==> config.mk <==
export PLATFORM = sky130hd
export DESIGN_NAME = energy_aware_sleep_interval
export DESIGN_NICKNAME = d
export VERILOG_FILES = /design/src/rtl/core/eas_pkg.sv /design/src/rtl/core/eas_scale.sv /design/src/rtl/core/eas_level.sv /design/src/rtl/core/energy_aware_sleep_interval.sv
export SDC_FILE = /design/constraint.sdc
export NUM_CORES = 2
export LEC_CHECK = 0
export ABC_AREA = 1
export BUFFER_PORTS_ARGS = -buffer_cell sky130_fd_sc_hd__buf_2
export CAP_MARGIN = 20
export CORE_ASPECT_RATIO = 1.1
export CORE_MARGIN = 2
export CORE_UTILIZATION = 60
export DETAILED_ROUTE_END_ITERATION = 12
export PLACE_DENSITY = 0.81
export SLEW_MARGIN = 20
export SYNTH_ARGS = -nofsm -noshare
export SYNTH_HDL_FRONTEND = slang
export SYNTH_SLANG_ARGS = --single-unit
==> constraint.sdc <==
create_clock -name clk -period 8.5 [get_ports clk]
set_input_delay 0.85 -clock clk [delete_from_list [all_inputs] [get_ports clk]]
set_output_delay 0.85 -clock clk [all_outputs]
set_load 0.01 [all_outputs]
==> src/rtl/core/eas_pkg.sv <==
// ----------------------------------------------------------------------------
// eas_pkg
// Shared widths, scaling constants and register codes for the energy-aware
// sleep interval block.
// ----------------------------------------------------------------------------
package eas_pkg;

  // Field widths.
  localparam int RAW_W   = 16;
  localparam int MV_W    = 12;
  localparam int LVL_W   = 3;
  localparam int BASE_W  = 16;
  localparam int MULT_W  = 8;
  localparam int TABLE_W = 64;
  localparam int SLEEP_W = 24;
  localparam int CFG_IDX_W = 3;

  // Scaling constants.
  localparam int RAW_SHIFT     = 16;
  localparam int STORAGE_SCALE = 4000;
  localparam int PANEL_NUM     = 295;
  localparam int PANEL_DEN     = 75;
  localparam int PANEL_GCD     = 5;
  localparam int MV_SCALE      = 1000;
  localparam int LEVEL_MAX     = 7;

  // 295/75 reduces to 59/15; floor(p*295/75) equals floor(p*59/15).
  localparam int PANEL_NUM_R = PANEL_NUM / PANEL_GCD;
  localparam int PANEL_DEN_R = PANEL_DEN / PANEL_GCD;

  // Reciprocal of 15 for dividend below 2^22: ceil(2^26 / 15).
  localparam int PANEL_X_W     = 22;
  localparam int RECIP_SHIFT   = 26;
  localparam int RECIP_W       = 23;
  localparam longint PANEL_RECIP_L =
    ((64'd1 << RECIP_SHIFT) + PANEL_DEN_R - 1) / PANEL_DEN_R;
  localparam logic [RECIP_W-1:0] PANEL_RECIP = RECIP_W'(PANEL_RECIP_L);
  localparam int PANEL_Q_W     = 18;

  // Level datapath widths: numerator is 7 * (v - low).
  localparam int LVL_NUM_W = 15;

  // Register reset values.
  localparam logic [MV_W-1:0]    RST_STORAGE_LOW  = 12'd2200;
  localparam logic [MV_W-1:0]    RST_STORAGE_HIGH = 12'd3300;
  localparam logic [MV_W-1:0]    RST_PANEL_LOW    = 12'd500;
  localparam logic [MV_W-1:0]    RST_PANEL_HIGH   = 12'd3000;
  localparam logic [BASE_W-1:0]  RST_SLEEP_BASE   = 16'd60;
  localparam logic [TABLE_W-1:0] RST_MULT_TABLE   = 64'h0101_0101_0101_0101;

  // Configuration register indexes.
  typedef enum logic [CFG_IDX_W-1:0] {
    REG_STORAGE_LOW  = 3'd0,
    REG_STORAGE_HIGH = 3'd1,
    REG_PANEL_LOW    = 3'd2,
    REG_PANEL_HIGH   = 3'd3,
    REG_SLEEP_BASE   = 3'd4,
    REG_MULT_TABLE   = 3'd5
  } cfg_reg_t;

  // Threshold pair for one level mapper.
  typedef struct packed {
    logic [MV_W-1:0] low;
    logic [MV_W-1:0] high;
  } thresh_t;

  // Load enables for the two level stages.
  typedef struct packed {
    logic cmp_en;
    logic div_en;
  } lvl_en_t;

endpackage

==> src/rtl/core/eas_scale.sv <==
// ----------------------------------------------------------------------------
// eas_scale
// Three-stage conversion of raw converter samples to millivolts.
// ----------------------------------------------------------------------------
module eas_scale (
  input  logic                      clk,
  input  logic [2:0]                stage_en,
  input  logic [eas_pkg::RAW_W-1:0] storage_raw,
  input  logic [eas_pkg::RAW_W-1:0] panel_raw,
  output logic [eas_pkg::MV_W-1:0]  storage_mv,
  output logic [eas_pkg::MV_W-1:0]  panel_mv
);
  import eas_pkg::*;

  localparam int S_PROD_W = RAW_W + 12;
  localparam int R_PROD_W = PANEL_X_W + RECIP_W;
  localparam int M_PROD_W = PANEL_Q_W + 10;

  logic [S_PROD_W-1:0]  s_prod;
  logic [PANEL_X_W-1:0] p_x_nxt;
  logic [R_PROD_W-1:0]  r_prod;
  logic [M_PROD_W-1:0]  m_prod;

  logic [MV_W-1:0]      s1_mv_r, s2_mv_r, s3_mv_r;
  logic [PANEL_X_W-1:0] p1_x_r;
  logic [PANEL_Q_W-1:0] p2_q_r;
  logic [MV_W-1:0]      p3_mv_r;

  // Stage 1: storage scale and panel divider numerator.
  assign s_prod  = S_PROD_W'(storage_raw) * S_PROD_W'(STORAGE_SCALE);
  assign p_x_nxt = PANEL_X_W'(panel_raw) * PANEL_X_W'(PANEL_NUM_R);

  // Stage 2: divide by 15 through the reciprocal.
  assign r_prod = R_PROD_W'(p1_x_r) * R_PROD_W'(PANEL_RECIP);

  // Stage 3: millivolt scale of the quotient.
  assign m_prod = M_PROD_W'(p2_q_r) * M_PROD_W'(MV_SCALE);

  always_ff @(posedge clk) begin
    if (stage_en[0]) begin
      s1_mv_r <= s_prod[RAW_SHIFT +: MV_W];
      p1_x_r  <= p_x_nxt;
    end
    if (stage_en[1]) begin
      s2_mv_r <= s1_mv_r;
      p2_q_r  <= r_prod[RECIP_SHIFT +: PANEL_Q_W];
    end
    if (stage_en[2]) begin
      s3_mv_r <= s2_mv_r;
      p3_mv_r <= m_prod[RAW_SHIFT +: MV_W];
    end
  end

  assign storage_mv = s3_mv_r;
  assign panel_mv   = p3_mv_r;

endmodule

==> src/rtl/core/eas_level.sv <==
// ----------------------------------------------------------------------------
// eas_level
// Two-stage mapping of a millivolt value to a 0..7 level between thresholds.
// ----------------------------------------------------------------------------
module eas_level (
  input  logic                      clk,
  input  eas_pkg::lvl_en_t          en,
  input  logic [eas_pkg::MV_W-1:0]  mv,
  input  eas_pkg::thresh_t          thr,
  output logic [eas_pkg::LVL_W-1:0] level
);
  import eas_pkg::*;

  logic                 under_r, over_r, flat_r;
  logic [LVL_NUM_W-1:0] num_r;
  logic [MV_W-1:0]      den_r;
  logic [LVL_NUM_W-1:0] num_nxt;
  logic [LVL_W-1:0]     quot;
  logic [LVL_W-1:0]     level_nxt;
  logic [LVL_W-1:0]     level_r;

  // Stage A: compare against thresholds and form 7 * (v - low).
  assign num_nxt = LVL_NUM_W'(mv - thr.low) * LVL_NUM_W'(LEVEL_MAX);

  always_ff @(posedge clk) begin
    if (en.cmp_en) begin
      under_r <= (mv < thr.low);
      over_r  <= (mv > thr.high);
      flat_r  <= (thr.high == thr.low);
      num_r   <= num_nxt;
      den_r   <= thr.high - thr.low;
    end
  end

  // Stage B: three-step restoring divide; the quotient never exceeds 7.
  always_comb begin
    logic [LVL_NUM_W-1:0] rem;
    logic [LVL_NUM_W-1:0] dsh;
    rem  = num_r;
    quot = '0;
    for (int b = LVL_W - 1; b >= 0; b--) begin
      dsh = LVL_NUM_W'(den_r) << b;
      if (rem >= dsh) begin
        rem     = rem - dsh;
        quot[b] = 1'b1;
      end
    end
    if (under_r) begin
      level_nxt = '0;
    end else if (over_r) begin
      level_nxt = LVL_W'(LEVEL_MAX);
    end else if (flat_r) begin
      level_nxt = '0;
    end else begin
      level_nxt = quot;
    end
  end

  always_ff @(posedge clk) begin
    if (en.div_en) begin
      level_r <= level_nxt;
    end
  end

  assign level = level_r;

endmodule

==> src/rtl/core/energy_aware_sleep_interval.sv <==
// ----------------------------------------------------------------------------
// energy_aware_sleep_interval
// Scales storage and panel samples to millivolts, maps both to energy levels
// and picks a sleep interval from a multiplier table.
//
//   Channel   Dir  Handshake             Payload
//   in_       in   in_valid / in_stall   storage_raw, panel_raw
//   out_      out  out_valid / out_stall storage_mv, panel_mv, storage_level,
//                                        charging_level, sleep_time
//   cfg_      in   cfg_valid / cfg_ready cfg_index, cfg_data
//
// Six register stages: scale (3), level compare and divide (2), table select
// and base multiply (1). One request per cycle while the output is not stalled.
// Each stage holds only when it is full and the stage after it holds, so
// bubbles close up and a stalled output still lets upstream stages fill.
// Synchronous reset clears the stage valid bits and loads the configuration
// registers with their defaults; the datapath registers are not reset.
// ----------------------------------------------------------------------------
module energy_aware_sleep_interval (
  input  logic                          clk,
  input  logic                          rst_n,
  input  logic                          in_valid,
  output logic                          in_stall,
  input  logic [eas_pkg::RAW_W-1:0]     in_storage_raw,
  input  logic [eas_pkg::RAW_W-1:0]     in_panel_raw,
  output logic                          out_valid,
  input  logic                          out_stall,
  output logic [eas_pkg::MV_W-1:0]      out_storage_mv,
  output logic [eas_pkg::MV_W-1:0]      out_panel_mv,
  output logic [eas_pkg::LVL_W-1:0]     out_storage_level,
  output logic [eas_pkg::LVL_W-1:0]     out_charging_level,
  output logic [eas_pkg::SLEEP_W-1:0]   out_sleep_time,
  input  logic                          cfg_valid,
  output logic                          cfg_ready,
  input  logic [eas_pkg::CFG_IDX_W-1:0] cfg_index,
  input  logic [eas_pkg::TABLE_W-1:0]   cfg_data
);
  import eas_pkg::*;

  localparam int NSTG = 6;

  logic [MV_W-1:0]    stor_low_r, stor_high_r, pan_low_r, pan_high_r;
  logic [BASE_W-1:0]  base_r;
  logic [TABLE_W-1:0] table_r;

  logic [NSTG:1]   vld_r;
  logic [NSTG+1:1] rdy;
  logic [NSTG:1]   vld_nxt;

  logic [MV_W-1:0]  s3_mv, p3_mv;
  logic [MV_W-1:0]  s4_mv_r, p4_mv_r, s5_mv_r, p5_mv_r, s6_mv_r, p6_mv_r;
  logic [LVL_W-1:0] s5_lvl, c5_lvl, s6_lvl_r, c6_lvl_r;
  logic [SLEEP_W-1:0] sleep6_r;

  thresh_t stor_thr, pan_thr;
  lvl_en_t lvl_en;

  logic [LVL_W:0]     idx_sum;
  logic [LVL_W-1:0]   idx;
  logic [MULT_W-1:0]  mult;
  logic [SLEEP_W-1:0] sleep_nxt;

  // Configuration registers; writes are always taken.
  assign cfg_ready = 1'b1;

  always_ff @(posedge clk) begin
    if (!rst_n) begin
      stor_low_r  <= RST_STORAGE_LOW;
      stor_high_r <= RST_STORAGE_HIGH;
      pan_low_r   <= RST_PANEL_LOW;
      pan_high_r  <= RST_PANEL_HIGH;
      base_r      <= RST_SLEEP_BASE;
      table_r     <= RST_MULT_TABLE;
    end else if (cfg_valid && cfg_ready) begin
      case (cfg_reg_t'(cfg_index))
        REG_STORAGE_LOW:  stor_low_r  <= cfg_data[MV_W-1:0];
        REG_STORAGE_HIGH: stor_high_r <= cfg_data[MV_W-1:0];
        REG_PANEL_LOW:    pan_low_r   <= cfg_data[MV_W-1:0];
        REG_PANEL_HIGH:   pan_high_r  <= cfg_data[MV_W-1:0];
        REG_SLEEP_BASE:   base_r      <= cfg_data[BASE_W-1:0];
        REG_MULT_TABLE:   table_r     <= cfg_data;
        default: ;
      endcase
    end
  end

  // Stage control: a stage loads when it is empty or the next one moves.
  always_comb begin
    rdy[NSTG+1] = !out_stall;
    for (int k = NSTG; k >= 1; k--) begin
      rdy[k] = !vld_r[k] || rdy[k+1];
    end
    vld_nxt[1] = in_valid;
    for (int k = 2; k <= NSTG; k++) begin
      vld_nxt[k] = vld_r[k-1];
    end
  end

  always_ff @(posedge clk) begin
    if (!rst_n) begin
      vld_r <= '0;
    end else begin
      for (int k = 1; k <= NSTG; k++) begin
        if (rdy[k]) begin
          vld_r[k] <= vld_nxt[k];
        end
      end
    end
  end

  assign in_stall = !rdy[1];

  // Stages 1 to 3: millivolt scaling.
  eas_scale u_scale (
    .clk         (clk),
    .stage_en    (rdy[3:1]),
    .storage_raw (in_storage_raw),
    .panel_raw   (in_panel_raw),
    .storage_mv  (s3_mv),
    .panel_mv    (p3_mv)
  );

  // Stages 4 and 5: level mapping of both voltages.
  assign stor_thr = '{low: stor_low_r, high: stor_high_r};
  assign pan_thr  = '{low: pan_low_r, high: pan_high_r};
  assign lvl_en   = '{cmp_en: rdy[4], div_en: rdy[5]};

  eas_level u_stor_level (
    .clk   (clk),
    .en    (lvl_en),
    .mv    (s3_mv),
    .thr   (stor_thr),
    .level (s5_lvl)
  );

  eas_level u_pan_level (
    .clk   (clk),
    .en    (lvl_en),
    .mv    (p3_mv),
    .thr   (pan_thr),
    .level (c5_lvl)
  );

  // Stage 6: clamped table index and base multiply.
  always_comb begin
    idx_sum   = (LVL_W+1)'(s5_lvl) + (LVL_W+1)'(c5_lvl >> 1);
    idx       = (idx_sum > (LVL_W+1)'(LEVEL_MAX)) ? '0
                : LVL_W'((LVL_W+1)'(LEVEL_MAX) - idx_sum);
    mult      = table_r[idx*MULT_W +: MULT_W];
    sleep_nxt = SLEEP_W'(base_r) * SLEEP_W'(mult);
  end

  // Millivolt values ride alongside the level stages.
  always_ff @(posedge clk) begin
    if (rdy[4]) begin
      s4_mv_r <= s3_mv;
      p4_mv_r <= p3_mv;
    end
    if (rdy[5]) begin
      s5_mv_r <= s4_mv_r;
      p5_mv_r <= p4_mv_r;
    end
    if (rdy[6]) begin
      s6_mv_r  <= s5_mv_r;
      p6_mv_r  <= p5_mv_r;
      s6_lvl_r <= s5_lvl;
      c6_lvl_r <= c5_lvl;
      sleep6_r <= sleep_nxt;
    end
  end

  assign out_valid          = vld_r[NSTG];
  assign out_storage_mv     = s6_mv_r;
  assign out_panel_mv       = p6_mv_r;
  assign out_storage_level  = s6_lvl_r;
  assign out_charging_level = c6_lvl_r;
  assign out_sleep_time     = sleep6_r;

endmodule

==> key figures <==
Timing
  – Period minus WS final: 7.22 ns
  – Final Max Tran Viols: 0
  – Final hold vios: 0
  – Tcrit/Tclk final: between 80% and 90%
  – Worst-Margin Slew: around 0.98 ns
  – Slew HR: around 34%
  – Fin Clk Skew: approximately 0.018 ns
  – Final hold slack: approximately 0.41 ns
  – TNS Setup: 0 ns
  – FMAX: 0.138 GHz
  – Setup ws final: 1.28 ns
  – Setup violators final: 0
  – RSZ-0062 raised after global routing: no

Die
  – Site Rows: 95
  – Starting Density: approximately 60%
  – Die X: ~240 um
  – Die ar.: roughly 0.064 sq mm
  – Die height: ~260 um
  – I/O Pins: 161
  – Core outline area: 0.0612 sq mm

Setup path
  – WP data required: roughly 8.8 ns
  – CP Launch Type: register
  – Critical path buffer and inverter count: 7
  – CP top delay family: adder cells
  – CP dominant cell by count: inv_1
  – Crit-path max cell delay: around 0.66 ns
  – Worst setup path class: register to register
  – CP Capture Type: register
  – Worst-path maximum fanout: 32
  – Slowest CP cell: inv_1
  – Crit path DAT: between 7 and 8 ns

Route
  – Iteration-0 DRC count of the detailed router: around 1,700
  – DR top layer: met5
  – DRT antenna net count: 0
  – Drt via density: between 5 and 6
  – Met1 wire length: around 35 mm
  – Total routed wirelength: 85.9 mm
  – Number of remaining DRC errors: 0
  – Via count: roughly 28,000
  – 1st-pass router iterations: 6
  – Metal2 WL: about 42 mm
  – Met3 wire length: roughly 4.7 mm
  – Routed WL per cell: between 15 and 20 um

Clock network
  – Clk buf depth: 3
  – Clock Sinks: 390
  – Htree depth: 2
  – Worst-skew pair later-pin latency: just under 0.6 ns
  – CTS resizes: 0
  – # Post-CTS Setup Buffers: 0
  – TritonCTS Buffers: 42
  – Root buffer cell: clkbuf_16
  – CTS Hold Buffers Added: 0
  – TritonCTS clock tree: done
  – Clock transition at the registers of the reported paths: 0.06 ns

Global route
  – Tot GR Track Use: 27.4%
  – Initial antenna violation count: 7
  – Pin count of the biggest net entering global routing: 98
  – Global-route wire length before repair: 139 mm
  – Vias in the first global route: roughly 28,000
  – Remaining global-route overflow: 0

Placement
  – Buffers added on ports: roughly 160
  – GPL Wtd Cong: 0.973
  – Placed Instances: ~5,000
  – Pre-CTS setup slack: 1.30 ns
  – Detailed Place HPWL: 70.2 mm

Layout
  – Layout cells sized above 1: 7.01%
  – Fin nets: between 5,000 and 6,000
  – Finished Layout Cells: between 5,000 and 6,000
  – Layout area overhead: 8.13%

Synthesis
  – Distinct cells, synth: 60
  – Ys async rst share: 0%
  – Synth Register Bits: 390
  – Number of flops mapped to enable cells by yosys: around 260
  – Register area share after synthesis: between 20% and 30%
  – Avg Inst Size Synth: between 9 and 10 sq um
  – Syn Nets: ~5,000
  – Yosys warnings: 0
  – Cells after Synth: just over 4,000
  – Main synth FF type: edfxtp_1
  – Cell Area, Synth: roughly 0.037 sq mm

Status
  – Status: completed

Job
  – Max-cap violations: 0

Worst hold path
  – Hold WC Path Type: register to register
[Yosys cell counts (12+ instances only)]
| master | n | share of area [%] |
|---|---|---|
| a21o_1 | 16 | 0.32 |
| a21oi_1 | 330 | 4.4 |
| a31oi_1 | 24 | 0.40 |
| clkbuf_1 | 37 | 0.37 |
| dfxtp_1 | 134 | 7.2 |
| edfxtp_1 | 256 | 21 |
| fa_1 | 333 | 18 |
| ha_1 | 533 | 18 |
| inv_1 | 752 | 7.6 |
| nand2_1 | 535 | 5.4 |
| nand2_2 | 12 | 0.20 |
| nand3_1 | 96 | 1.3 |
| nand4_1 | 34 | 0.57 |
| nor2_1 | 303 | 3.1 |
| nor3_1 | 25 | 0.34 |
| o211ai_1 | 49 | 0.99 |
| o21ai_0 | 220 | 3.0 |
| o21ai_1 | 34 | 0.46 |
| o21bai_1 | 20 | 0.40 |
| xnor2_1 | 64 | 1.5 |
| xor2_1 | 115 | 2.7 |
[through the flow]
| stage | instance area, sq um | utilization (%) |
|---|---|---|
| final | 40200 | 65.6 |
| after CTS | 40100 | 65.6 |
| after detailed placement | 38700 | 63.3 |
| after global placement | 38700 | 63.3 |
| after floorplan | 37100 | - |
| after global routing | 40100 | 65.6 |
[layout by cell type, fill, tap and decap left out, types with 49 or more instances in the layout]
| cell type | netlist | layout |
|---|---|---|
| inv_1 | 752 | 751 |
| nand2_1 | 535 | 534 |
| ha_1 | 533 | 533 |
| fa_1 | 333 | 333 |
| a21oi_1 | 330 | 330 |
| nor2_1 | 303 | 301 |
| edfxtp_1 | 256 | 256 |
| o21ai_0 | 220 | 220 |
| buf_2 | 6 | 158 |
| dfxtp_1 | 134 | 134 |
| xor2_1 | 115 | 115 |
| nand3_1 | 96 | 96 |
| xnor2_1 | 64 | 64 |
| o211ai_1 | 49 | 49 |
[kinds of logic after synthesis]
kind of cell | Yosys count | share of synthesized area (%)
simple gates | 1043 | 11.8
fa+ha+maj | 866 | 35.9
buf+inv | 825 | 8.61
compound gates | 762 | 11.6
flops | 390 | 27.9
xor+xnor | 179 | 4.22
other cells | 1 | 0.0101
[metal layers]
metal / vias to the layer above / GRT usage (%)
met4: 14 / 12.1
met2: 712 / 47.0
met1: 13200 / 34.1
li1: 13700 / -
met3: 217 / 4.39
met5: - / 0
[flip-flops by register name (all words and copies together), names as in the netlist, 15 cells and up]
signal / count
u_scale.p1_x_r: 22
u_pan_level.num_r: 15
base_r: 16
out_sleep_time: 24
u_stor_level.num_r: 15
u_scale.p2_q_r: 18
table_r: 64
[layout make-up]
class	count	area, sq um
antenna	3	7.51
clock buffer	55	1160
clock inverter	21	268
fill	4894	21100
inverter	764	2870
multi-input combinational	2851	23600
sequential	390	10400
tap	824	1030
timing repair buffer	169	873
[path summary, 6_finish.rpt]
path / from / endpoint / slack (ns) / cells after the start
min reg2reg: s4_mv_r[8]$_DFFE_PP_ / s5_mv_r[8]$_DFFE_PP_ / 0.41 / 0
min: s4_mv_r[8]$_DFFE_PP_ / s5_mv_r[8]$_DFFE_PP_ / 0.41 / 0
max reg2reg: u_stor_level.level[0]$_SDFFCE_PP0P_ / out_sleep_time[23]$_DFFE_PP_ / 1.28 / 27
max: u_stor_level.level[0]$_SDFFCE_PP0P_ / out_sleep_time[23]$_DFFE_PP_ / 1.28 / 27
Power is left out: the tool's default activity adds up to more than one toggle a clock period on the data nets, which glitch-free logic cannot reach.
